### config.mk
export PLATFORM = sky130hd
export DESIGN_NAME = circular_fifo_with_peek_top_flat
export DESIGN_NICKNAME = d
export VERILOG_FILES = /design/src/cfp_pkg.sv /design/src/cfp_if.sv /design/src/cfp_ram.sv /design/src/cfp_ctrl.sv /design/src/circular_fifo_with_peek_top.sv /design/src/flat_wrapper.sv
export SDC_FILE = /design/constraint.sdc
export NUM_CORES = 2
export LEC_CHECK = 0
export CORE_ASPECT_RATIO = 1.25
export CORE_MARGIN = 2
export CORE_UTILIZATION = 40
export DETAILED_ROUTE_END_ITERATION = 10
export DONT_BUFFER_PORTS = 1
export PLACE_DENSITY = 0.62
export SYNTH_ARGS = -nofsm -noshare
export SYNTH_HDL_FRONTEND = slang
export SYNTH_SLANG_ARGS = --single-unit
### constraint.sdc
create_clock -name clk -period 8.1 [get_ports clk]
set_clock_uncertainty 0.15 [all_clocks]
set_input_delay 1.62 -clock clk [delete_from_list [all_inputs] [get_ports clk]]
set_output_delay 1.62 -clock clk [all_outputs]
set_load 0.1 [all_outputs]
### src/cfp_pkg.sv
// cfp_pkg: command and status codes, field widths and shared types for the
// circular fifo with peek; no dependencies
`default_nettype none

package cfp_pkg;

  localparam int CMD_W    = 3;
  localparam int OFFSET_W = 8;
  localparam int COUNT_W  = 9;
  localparam int CAP_W    = 9;
  localparam int LEN_W    = 9;

  localparam logic [CMD_W-1:0] CMD_PUSH    = 3'd0;
  localparam logic [CMD_W-1:0] CMD_POP     = 3'd1;
  localparam logic [CMD_W-1:0] CMD_PEEK    = 3'd2;
  localparam logic [CMD_W-1:0] CMD_FLUSH   = 3'd3;
  localparam logic [CMD_W-1:0] CMD_DISCARD = 3'd4;
  localparam logic [CMD_W-1:0] CMD_RUN     = 3'd5;

  typedef enum logic [1:0] {
    ST_OK        = 2'd0,
    ST_OVERFLOW  = 2'd1,
    ST_UNDERFLOW = 2'd2
  } result_code_t;

  // side information of one command between decode and the result register
  typedef struct packed {
    result_code_t     status;
    logic             rd;
    logic [LEN_W-1:0] run_length;
    logic [LEN_W-1:0] fill_level;
    logic             overflow_seen;
  } s1_t;

endpackage

`default_nettype wire

### src/cfp_if.sv
// cfp_req_if / cfp_rsp_if: valid/ready channels for commands and results
// depends on cfp_pkg
`default_nettype none

interface cfp_req_if #(
  parameter int ELEMENT_WIDTH = 8
);
  logic                          valid;
  logic                          ready;
  logic [cfp_pkg::CMD_W-1:0]     command;
  logic [ELEMENT_WIDTH-1:0]      data_in;
  logic [cfp_pkg::OFFSET_W-1:0]  offset;
  logic [cfp_pkg::COUNT_W-1:0]   count;

  modport source (output valid, command, data_in, offset, count, input ready);
  modport sink   (input valid, command, data_in, offset, count, output ready);
endinterface

interface cfp_rsp_if #(
  parameter int ELEMENT_WIDTH = 8
);
  logic                       valid;
  logic                       ready;
  cfp_pkg::result_code_t      status;
  logic [ELEMENT_WIDTH-1:0]   data_out;
  logic [cfp_pkg::LEN_W-1:0]  run_length;
  logic [cfp_pkg::LEN_W-1:0]  fill_level;
  logic                       overflow_seen;

  modport source (output valid, status, data_out, run_length, fill_level, overflow_seen,
                  input ready);
  modport sink   (input valid, status, data_out, run_length, fill_level, overflow_seen,
                  output ready);
endinterface

`default_nettype wire

### src/cfp_ram.sv
// cfp_ram: generic single write port, single read port ram with registered read
// no dependencies
`default_nettype none

module cfp_ram #(
  parameter int WIDTH = 8,
  parameter int DEPTH = 256
) (
  input  wire logic                     clk,
  input  wire logic                     we,
  input  wire logic [$clog2(DEPTH)-1:0] waddr,
  input  wire logic [WIDTH-1:0]         wdata,
  input  wire logic                     re,
  input  wire logic [$clog2(DEPTH)-1:0] raddr,
  output logic      [WIDTH-1:0]         rdata
);

  logic [WIDTH-1:0] mem [DEPTH];

  always_ff @(posedge clk) begin
    if (we) begin
      mem[waddr] <= wdata;
    end
    if (re) begin
      rdata <= mem[raddr];
    end
  end

endmodule

`default_nettype wire

### src/cfp_ctrl.sv
// cfp_ctrl: pointers, occupancy, capacity and command decode; owns the slot ram
// depends on cfp_pkg and cfp_ram
`default_nettype none

module cfp_ctrl #(
  parameter int DEPTH         = 256,
  parameter int ELEMENT_WIDTH = 8
) (
  input  wire logic                          clk,
  input  wire logic                          rst,
  input  wire logic                          cfg_wr_en,
  input  wire logic [cfp_pkg::CAP_W-1:0]     cfg_wr_data,
  input  wire logic                          accept,
  input  wire logic [cfp_pkg::CMD_W-1:0]     command,
  input  wire logic [ELEMENT_WIDTH-1:0]      data_in,
  input  wire logic [cfp_pkg::OFFSET_W-1:0]  offset,
  input  wire logic [cfp_pkg::COUNT_W-1:0]   count,
  output cfp_pkg::s1_t                       s1,
  output logic      [ELEMENT_WIDTH-1:0]      rd_data
);

  localparam int PW = $clog2(DEPTH);
  localparam int CW = $clog2(DEPTH + 1);
  localparam int XW = ((CW > cfp_pkg::LEN_W) ? CW : cfp_pkg::LEN_W) + 1;

  logic [PW-1:0] wp, wp_next;
  logic [PW-1:0] rp, rp_next;
  logic [CW-1:0] occ, occ_next;
  logic          ovf, ovf_next;
  logic [CW-1:0] cap, cfg_cap;
  logic [XW-1:0] capx, occx, cfg_x, run_x;
  logic          ram_we, ram_re;
  logic [PW-1:0] ram_raddr;
  cfp_pkg::s1_t  s1_next;

  // position + n, wrapped at the active capacity (pos < cap, n <= cap)
  function automatic logic [PW-1:0] adv(input logic [PW-1:0] pos, input logic [XW-1:0] n,
                                        input logic [XW-1:0] c);
    logic [XW-1:0] p;
    p = XW'(pos) + n;
    if (p >= c) begin
      p = p - c;
    end
    return p[PW-1:0];
  endfunction

  assign capx  = XW'(cap);
  assign occx  = XW'(occ);
  assign cfg_x = XW'(cfg_wr_data);

  // zero acts as one, anything above the storage depth acts as the depth
  always_comb begin
    priority if (cfg_x == '0) begin
      cfg_cap = CW'(1);
    end else if (cfg_x > XW'(DEPTH)) begin
      cfg_cap = CW'(DEPTH);
    end else begin
      cfg_cap = cfg_x[CW-1:0];
    end
  end

  always_comb begin
    wp_next   = wp;
    rp_next   = rp;
    occ_next  = occ;
    ovf_next  = ovf;
    ram_we    = 1'b0;
    ram_re    = 1'b0;
    ram_raddr = rp;
    run_x     = '0;
    s1_next.status = cfp_pkg::ST_OK;
    s1_next.rd     = 1'b0;
    unique case (command)
      cfp_pkg::CMD_PUSH: begin
        if (occx >= capx) begin
          ovf_next       = 1'b1;
          s1_next.status = cfp_pkg::ST_OVERFLOW;
        end else begin
          ram_we   = 1'b1;
          wp_next  = adv(wp, XW'(1), capx);
          occ_next = occ + CW'(1);
        end
      end
      cfp_pkg::CMD_POP: begin
        if (occ == '0) begin
          s1_next.status = cfp_pkg::ST_UNDERFLOW;
        end else begin
          ram_re     = 1'b1;
          s1_next.rd = 1'b1;
          rp_next    = adv(rp, XW'(1), capx);
          occ_next   = occ - CW'(1);
        end
      end
      cfp_pkg::CMD_PEEK: begin
        if (occx <= XW'(offset)) begin
          s1_next.status = cfp_pkg::ST_UNDERFLOW;
        end else begin
          ram_re     = 1'b1;
          s1_next.rd = 1'b1;
          ram_raddr  = adv(rp, XW'(offset), capx);
        end
      end
      cfp_pkg::CMD_FLUSH: begin
        wp_next  = '0;
        rp_next  = '0;
        occ_next = '0;
        ovf_next = 1'b0;
      end
      cfp_pkg::CMD_DISCARD: begin
        if (XW'(count) > occx) begin
          s1_next.status = cfp_pkg::ST_UNDERFLOW;
        end else begin
          rp_next  = adv(rp, XW'(count), capx);
          occ_next = CW'(occx - XW'(count));
        end
      end
      cfp_pkg::CMD_RUN: begin
        if (occ != '0) begin
          priority if (wp > rp) begin
            run_x = XW'(wp) - XW'(rp);
          end else if (capx > XW'(rp)) begin
            run_x = capx - XW'(rp);
          end else begin
            run_x = '0;
          end
        end
      end
      default: begin
      end
    endcase
    s1_next.run_length    = run_x[cfp_pkg::LEN_W-1:0];
    s1_next.fill_level    = cfp_pkg::LEN_W'(XW'(occ_next));
    s1_next.overflow_seen = ovf_next;
  end

  always_ff @(posedge clk) begin
    if (rst) begin
      wp  <= '0;
      rp  <= '0;
      occ <= '0;
      ovf <= 1'b0;
      cap <= CW'(DEPTH);
    end else if (cfg_wr_en) begin
      wp  <= '0;
      rp  <= '0;
      occ <= '0;
      ovf <= 1'b0;
      cap <= cfg_cap;
    end else if (accept) begin
      wp  <= wp_next;
      rp  <= rp_next;
      occ <= occ_next;
      ovf <= ovf_next;
    end
  end

  always_ff @(posedge clk) begin
    if (accept) begin
      s1 <= s1_next;
    end
  end

  cfp_ram #(
    .WIDTH (ELEMENT_WIDTH),
    .DEPTH (DEPTH)
  ) u_ram (
    .clk   (clk),
    .we    (accept && ram_we),
    .waddr (wp),
    .wdata (data_in),
    .re    (accept && ram_re),
    .raddr (ram_raddr),
    .rdata (rd_data)
  );

endmodule

`default_nettype wire

### src/circular_fifo_with_peek_top.sv
// circular_fifo_with_peek_top: ring buffer fifo with peek, discard and run query
// depends on cfp_pkg, cfp_if, cfp_ctrl (which holds cfp_ram)
//
//   channel | direction | handshake     | payload
//   req     | in        | valid/ready   | command, data_in, offset, count
//   rsp     | out       | valid/ready   | status, data_out, run_length, fill_level,
//           |           |               | overflow_seen
//   cfg     | in        | cfg_wr_en     | cfg_wr_data (capacity)
//
// one command per cycle sustained while rsp does not stall; the result passes the decode register,
// which holds the registered ram read, and then the result register that drives rsp.valid
// rst is synchronous: pointers and occupancy cleared, capacity back to DEPTH
// slot contents are not cleared, a slot is only read after it was written
// a stalled rsp holds its result; req keeps flowing while the decode stage can drain
`default_nettype none

module circular_fifo_with_peek_top #(
  parameter int DEPTH         = 256,
  parameter int ELEMENT_WIDTH = 8
) (
  input  wire logic                      clk,
  input  wire logic                      rst,
  input  wire logic                      cfg_wr_en,
  input  wire logic [cfp_pkg::CAP_W-1:0] cfg_wr_data,
  cfp_req_if.sink                        req,
  cfp_rsp_if.source                      rsp
);

  cfp_pkg::s1_t             s1;
  logic [ELEMENT_WIDTH-1:0] rd_data;
  logic                     s1_valid;
  logic                     s1_move;
  logic                     out_valid;
  logic                     accept;

  // decode stage drains when the result register is empty or being taken
  assign s1_move   = s1_valid && (!out_valid || rsp.ready);
  assign req.ready = !s1_valid || s1_move;
  assign accept    = req.valid && req.ready;
  assign rsp.valid = out_valid;

  cfp_ctrl #(
    .DEPTH         (DEPTH),
    .ELEMENT_WIDTH (ELEMENT_WIDTH)
  ) u_ctrl (
    .clk         (clk),
    .rst         (rst),
    .cfg_wr_en   (cfg_wr_en),
    .cfg_wr_data (cfg_wr_data),
    .accept      (accept),
    .command     (req.command),
    .data_in     (req.data_in),
    .offset      (req.offset),
    .count       (req.count),
    .s1          (s1),
    .rd_data     (rd_data)
  );

  // valid of the decode stage
  always_ff @(posedge clk) begin
    if (rst) begin
      s1_valid <= 1'b0;
    end else if (accept) begin
      s1_valid <= 1'b1;
    end else if (s1_move) begin
      s1_valid <= 1'b0;
    end
  end

  // result register valid
  always_ff @(posedge clk) begin
    if (rst) begin
      out_valid <= 1'b0;
    end else if (s1_move) begin
      out_valid <= 1'b1;
    end else if (rsp.ready) begin
      out_valid <= 1'b0;
    end
  end

  // result payload; ram data only counts for pop and peek
  always_ff @(posedge clk) begin
    if (s1_move) begin
      rsp.status        <= s1.status;
      rsp.data_out      <= s1.rd ? rd_data : '0;
      rsp.run_length    <= s1.run_length;
      rsp.fill_level    <= s1.fill_level;
      rsp.overflow_seen <= s1.overflow_seen;
    end
  end

endmodule

`default_nettype wire

### src/flat_wrapper.sv
// flat-port wrapper written by rule: the top's interface ports become plain ports
module circular_fifo_with_peek_top_flat 
#(
  parameter int DEPTH         = 256,
  parameter int ELEMENT_WIDTH = 8
)
  (clk, rst, cfg_wr_en, cfg_wr_data, req_valid, req_command, req_data_in, req_offset, req_count, req_ready, rsp_valid, rsp_status, rsp_data_out, rsp_run_length, rsp_fill_level, rsp_overflow_seen, rsp_ready);
  cfp_req_if #(.ELEMENT_WIDTH(ELEMENT_WIDTH)) req_i ();
  cfp_rsp_if #(.ELEMENT_WIDTH(ELEMENT_WIDTH)) rsp_i ();
  input  wire logic clk;
  input  wire logic rst;
  input  wire logic cfg_wr_en;
  input  wire logic [cfp_pkg::CAP_W-1:0] cfg_wr_data;
  input wire logic [$bits(req_i.valid)-1:0] req_valid;
  input wire logic [$bits(req_i.command)-1:0] req_command;
  input wire logic [$bits(req_i.data_in)-1:0] req_data_in;
  input wire logic [$bits(req_i.offset)-1:0] req_offset;
  input wire logic [$bits(req_i.count)-1:0] req_count;
  output wire logic [$bits(req_i.ready)-1:0] req_ready;
  output wire logic [$bits(rsp_i.valid)-1:0] rsp_valid;
  output wire logic [$bits(rsp_i.status)-1:0] rsp_status;
  output wire logic [$bits(rsp_i.data_out)-1:0] rsp_data_out;
  output wire logic [$bits(rsp_i.run_length)-1:0] rsp_run_length;
  output wire logic [$bits(rsp_i.fill_level)-1:0] rsp_fill_level;
  output wire logic [$bits(rsp_i.overflow_seen)-1:0] rsp_overflow_seen;
  input wire logic [$bits(rsp_i.ready)-1:0] rsp_ready;
  assign req_i.valid = req_valid;
  assign req_i.command = req_command;
  assign req_i.data_in = req_data_in;
  assign req_i.offset = req_offset;
  assign req_i.count = req_count;
  assign req_ready = req_i.ready;
  assign rsp_valid = rsp_i.valid;
  assign rsp_status = rsp_i.status;
  assign rsp_data_out = rsp_i.data_out;
  assign rsp_run_length = rsp_i.run_length;
  assign rsp_fill_level = rsp_i.fill_level;
  assign rsp_overflow_seen = rsp_i.overflow_seen;
  assign rsp_i.ready = rsp_ready;
  circular_fifo_with_peek_top #(.DEPTH(DEPTH), .ELEMENT_WIDTH(ELEMENT_WIDTH)) u_core (.clk(clk), .rst(rst), .cfg_wr_en(cfg_wr_en), .cfg_wr_data(cfg_wr_data), .req(req_i), .rsp(rsp_i));
endmodule
After elaboration in Yosys (flattened, before gate mapping). Memory sizes are Yosys's and may differ from the RTL's. A register that Yosys moved wholly into a read port is not among the register bits. Cells that the tools add are included.

Register bits after elaboration: 88. RAM bits: 2048. Input port bits: 42. Output and inout port bits: 31. Word-level logic and storage cells: 106. Memories: 1.

Memory list: u_core.u_ctrl.u_ram.mem (depth 256, width 8, rd ports 1, clocked after memory_dff 1, write ports 1, RTL line cfp_ram.sv:18) `logic [WIDTH-1:0] mem [DEPTH];`.

Add/subtract/negate cells: 13. Order comparisons: 10. Equality and inequality tests: 8. Multiplexer cells: 37. Reductions and logical operators: 20.

Operator list (count): $mux W8 (9); $mux W9 (7); $ge A9 B9 Y1 (4); $pmux W9 S4 (1); $sub A8 B8 Y8 (4); $pmux W8 S3 (1); $add A8 B1 Y9 const B (2); $pmux W8 S2 (1); $mux W1 (12); $add A8 B9 Y10 (1); $ge A10 B9 Y1 (1); $logic_not A10 Y1 (1); $add A8 B8 Y9 (1); $add A9 B1 Y9 const B (1); $gt A9 B8 Y1 (1); $gt A9 B9 Y1 (1); $gt A9 B9 Y1 const B (1); $le A9 B8 Y1 (1); $logic_not A9 Y1 (1); $reduce_bool A9 Y1 (1); $sub A8 B8 Y9 (1); $sub A9 B1 Y9 const B (1); $sub A9 B8 Y9 (1); $sub A9 B9 Y9 (1); other kinds (18) (32).

Logic depth before layout (Yosys ltp).
Depth after elaboration: 8. Mapped depth: 29. Mapped depth without buffers: 23.

By module. A second synthesis with hierarchy kept.

Cells, all modules: 4637. Area total of the unflattened synthesis: 87612.8 µm².

By module, submodules not included: cfp_ram (times used 1, cells an instance 3733, area each 79636.4 µm², sequential area each 61739.2 µm²); cfp_ctrl (times used 1, cells an instance 857, area each 6951.7 µm², sequential area each 1361.3 µm²); circular_fifo_with_peek_top (times used 1, cells an instance 47, area each 1024.7 µm², sequential area each 910.9 µm²).

Worst setup path before layout. OpenSTA, ideal clock, no wires.

Path kind: input-to-reg. Start: in req_offset[0]. End: reg u_core.u_ctrl.u_ram.rdata[5] (read register of u_core.u_ctrl.u_ram.mem), data pin. Library setup time: 0.263 ns. Data arrival time: 6.253 ns. Data required time: 7.687 ns. Path slack: 1.434 ns. Cell stages on the path: 27. Path buffers: 5. Cells stage by stage: ha_1 > inv_1 > fa_1 > nor2b_1 > o21ai_0 > a21boi_0 > o21a_1 > nor2_1 > o21bai_1 > a21o_1 > ha_1 > a21o_1 > clkbuf_1 > nand2_1 > o211ai_1 > a211oi_1 > mux2_2 > buf_2 > buf_2 > buf_2 > buf_1 > mux4_2 > a22oi_1 > a21oi_1 > nor4_1 > nor2_1 > a2111o_1.

Longest elaborated chain between the ends: 5. Elaborated cells between the ends (all ways): 10.

Ends and longest elaborated chain: start: declaration (RTL line flat_wrapper.sv:17) `input wire logic [$bits(req_i.offset)-1:0] req_offset;`; $add A8 B8 Y9 (RTL line cfp_ctrl.sv:40) `p = XW'(pos) + n;`; $sub A8 B8 Y8 or $ge A9 B9 Y1 (tied branches) (RTL line cfp_ctrl.sv:42, cfp_ctrl.sv:41); $mux W8 (RTL line cfp_ctrl.sv:41) `if (p >= c) begin`; $mux W8 (RTL line cfp_ctrl.sv:95) `if (occx <= XW'(offset)) begin`; $mux W8 (RTL line cfp_ctrl.sv:73) `unique case (command)`; end: declaration (RTL line cfp_ram.sv:15) `output logic [WIDTH-1:0] rdata`.

Several ways; a longest one is shown, not always the timed one. A chain may end at the register's enable or synchronous reset.

Worst setup path in the final report. Ends and elaborated chain as after synthesis.

==> flow_summary.yaml <==
routing:
  drtIter0Drc: 6462
  vias: 52019
  drtAntennaViolNets: 0
  routed_wl_um: 252000
  dr.pass1.iters: 6
  vias_per_cell: 5.92
  remaining_drc_errors: 0
  post_drt_wl_per_cell_um: 28.7
pwr:
  p_switching_mw: 4.75
  clkPwrFrac: 0.403
  internal_power_mw: 17.6
  power_frac_seq: 0.549
  ir_worst_vdd_mv: 0.159
  swShare: 0.213
  p_per_area_mw_per_mm2: 224
  p_comb_frac: 0.048
  cellLeakagePower_nw: 33.7
worst_hold_path:
  min_to: "u_core.rsp.run_length[0]"
  whs_path_depth: 0
  hp-start: "u_core.u_ctrl.s1[10]"
  hold_class: "flop to flop"
synthesis:
  syn_area_mm2: 0.0890
  ys_ff_latch: 2144
  synth.largest_area_cell: "edfxtp_1"
  ys_top_cells_by_area: "edfxtp_1 (71%), mux4_2 (6.2%), mux2i_1 (3.5%), nand2_1 (2.6%), nor2_1 (1.6%)"
  netlist_instances: 5602
  yosys.area.top_type_share: 0.711
  synthFlopType: "edfxtp_1"
  synthArstFlopShare: 0
  yosysSeqAreaShare: 0.719
  yosysUniqueCellTypes: 81
  syn-num-nets: 5754
  yosysWarnings: 0
  synth_common_cells: "edfxtp_1 (2,107), nand2_1 (615), nor2_1 (386)"
  synth_edf_count: 2107
  avgSynthCellArea_um2: 15.9
  synthMostInstantiatedCell: "edfxtp_1"
timing:
  fmax_mhz: 135
  worst_pin_slew_ns: 1.34
  min_period_ns: 7.42
  rsz0062_at_grt: "no"
  timing.final.max_slew_violations: 0
  setup_viol: 0
  hold_viol_final: 0
  relSlewSlack: 0.108
  period_share: 0.916
  fin_ws_ns: 0.680
place:
  hpwl_um: 153000
  dp_slack_ns: -0.205
  gp_congestion: 0.893
  io_buffers: 0
  dpl_cell_area_mm2: 0.0935
critical_path:
  worstSetupPathType: "primary input to flop"
  reg2reg_depth: 22
  r2r_start: "u_core.u_ctrl.rp[3]"
  crit_path_start_kind: "primary input"
  reg2reg_to: "u_core.u_ctrl.u_ram.rdata[5]"
  cp.required_ns: 8.55
  cp_max_fo: 34
  crit_arrival_ns: 7.87
  ff2ff_setup_slack_ns: 0.96
  crit_path_end_kind: "flop"
clock_tree:
  tritoncts: "built"
  cts_buffers: 201
  clock_sinks: 2144
  clockBufferDepth: 4
  clock_latency_ns: 0.85
  cts_hold_buf: 0
  path_clk_slew_ns: 0.08
  cts_resized: 0
  htreeDepth: 4
  root_buffer: "clkbuf_16"
  postCtsSetupBuffers: 0
final_layout:
  drive_above_1_share: 0.143
  fin_nets: 5871
  final_area_mm2: 0.0996
  syn2layout_area_growth_pct: 11.9
  final_core_util: 0.450
floorplan:
  num_rows: 193
  die_area_mm2: 0.226
  die_w_um: 426
  die_h_um: 531
  ios: 73
  core_area_mm2: 0.221
  start_util: 0.403
status:
  outcome: "completed"
grt:
  grt-ovfl-total: 0
  grt_pass1_wl_um: 364000
  grt_max_degree: 257
  grt_usage: 0.219
  grt_pass1_vias: 51110
  antenna_found_initial: 15
job:
  cap_viol_max_count: 0
## stage by stage
| step | instances | TNS (ns) | total power [mW] | hold WS [ns] |
|---|---|---|---|---|
| after floorplan | 5602 | 0 | 13.2 | 0.250 |
| after global placement | 8441 | -0.258 | 13.5 | 0.254 |
| after detailed placement | 8441 | -0.205 | 13.5 | 0.256 |
| after CTS | 8787 | 0 | 22.4 | 0.268 |
| after global routing | 8788 | 0 | 22.9 | 0.280 |
| final | 8791 | 0 | 22.3 | 0.260 |
## final cells by class
cell class,count,area (um2)
clock inverters,96,721
repair buffers,238,2290
multi-input cells,3053,23300
clock buffers,250,5340
flip-flops and latches,2144,64000
fillers,19092,122000
inverters,81,304
diodes,4,10.0
well taps,2925,3660
## logic make-up after synthesis
kind of cell	Yosys count	share of synthesized area
xor+xnor	59	0.00580
compound gates	884	0.0674
buf+inv	405	0.0224
flops	2144	0.719
simple gates	1413	0.0684
mux	587	0.101
fa+ha+maj	110	0.0162
## how the worst max path moves through the flow
stage,from,endpoint,slack [ns],cells after the start
floorplan,req_offset[0],u_core.u_ctrl.u_ram.rdata[5],1.43,27
global placement,req_offset[0],u_core.u_ctrl.u_ram.rdata[5],-0.25,25
detailed placement,req_offset[0],u_core.u_ctrl.u_ram.rdata[5],-0.20,25
CTS,req_offset[0],u_core.u_ctrl.u_ram.rdata[5],0.67,25
global route,req_offset[0],u_core.u_ctrl.u_ram.rdata[5],0.09,24
finish,req_offset[0],u_core.u_ctrl.u_ram.rdata[5],0.68,25
## flip-flops by register name, summed over array words and instances (netlist names)
signal                     count
u_core.s1_valid                1
u_core.u_ctrl.u_ram.mem     2048
u_core.u_ctrl.occ              9
u_core.rsp.valid               1
u_core.rsp.run_length          9
u_core.rsp.overflow_seen       1
u_core.rsp.fill_level          9
u_core.u_ctrl.ovf              1
u_core.rsp.data_out            8
u_core.u_ctrl.u_ram.rdata      8
u_core.u_ctrl.wp               8
u_core.rsp.status              2
u_core.u_ctrl.cap              9
u_core.u_ctrl.s1              22
u_core.u_ctrl.rp               8
## per-layer routing
| metal | GRT usage | wire length, um |
|---|---|---|
| met5 | 0 | 87 |
| met4 | 0.0939 | 11900 |
| met3 | 0.0349 | 21200 |
| met2 | 0.360 | 122000 |
| met1 | 0.287 | 96500 |
## cells in the final DEF (no fill, tap or decap), types with 42 or more instances in the layout
master	instances
mux4_2	245
a22oi_1	64
nor3_1	72
o22ai_1	60
nand2_1	606
o221ai_1	111
o21ai_0	101
mux2i_1	314
inv_1	81
nor2_1	384
clkbuf_1	42
clkinv_1	43
ha_1	101
clkbuf_16	206
edfxtp_1	2107
nand3_1	171
a21oi_1	267
buf_4	198
## critical path, cell delays in order
cell and delay (ns):
ha_1 0.15, inv_1 0.06, fa_1 0.41, nor2b_1 0.13, o21ai_0 0.10, a21boi_0 0.29
o21a_1 0.15, nor2_1 0.05, xnor2_1 0.18, ha_1 0.32, a21oi_1 0.25, o21ai_0 0.17
o21ai_1 0.16, buf_4 0.17, a211oi_2 0.09, mux2i_4 0.24, buf_12 0.25, buf_12 0.28
buf_4 0.26, mux4_2 0.52, a22oi_1 0.19, a21oi_1 0.13, nor4_1 0.96, nor2_1 0.28
a2111o_1 0.45
## power groups by stage
stage | Combinational (mW) | Sequential [mW] | Clock [mW]
floorplan | 0.677 | 12.5 | 0
global placement | 1.04 | 12.5 | 0
detailed placement | 1.05 | 12.5 | 0
CTS | 1.05 | 12.3 | 9.09
global route | 1.13 | 12.3 | 9.47
finish | 1.06 | 12.3 | 8.99
No activity file was read; power rests on OpenSTA's default activity.
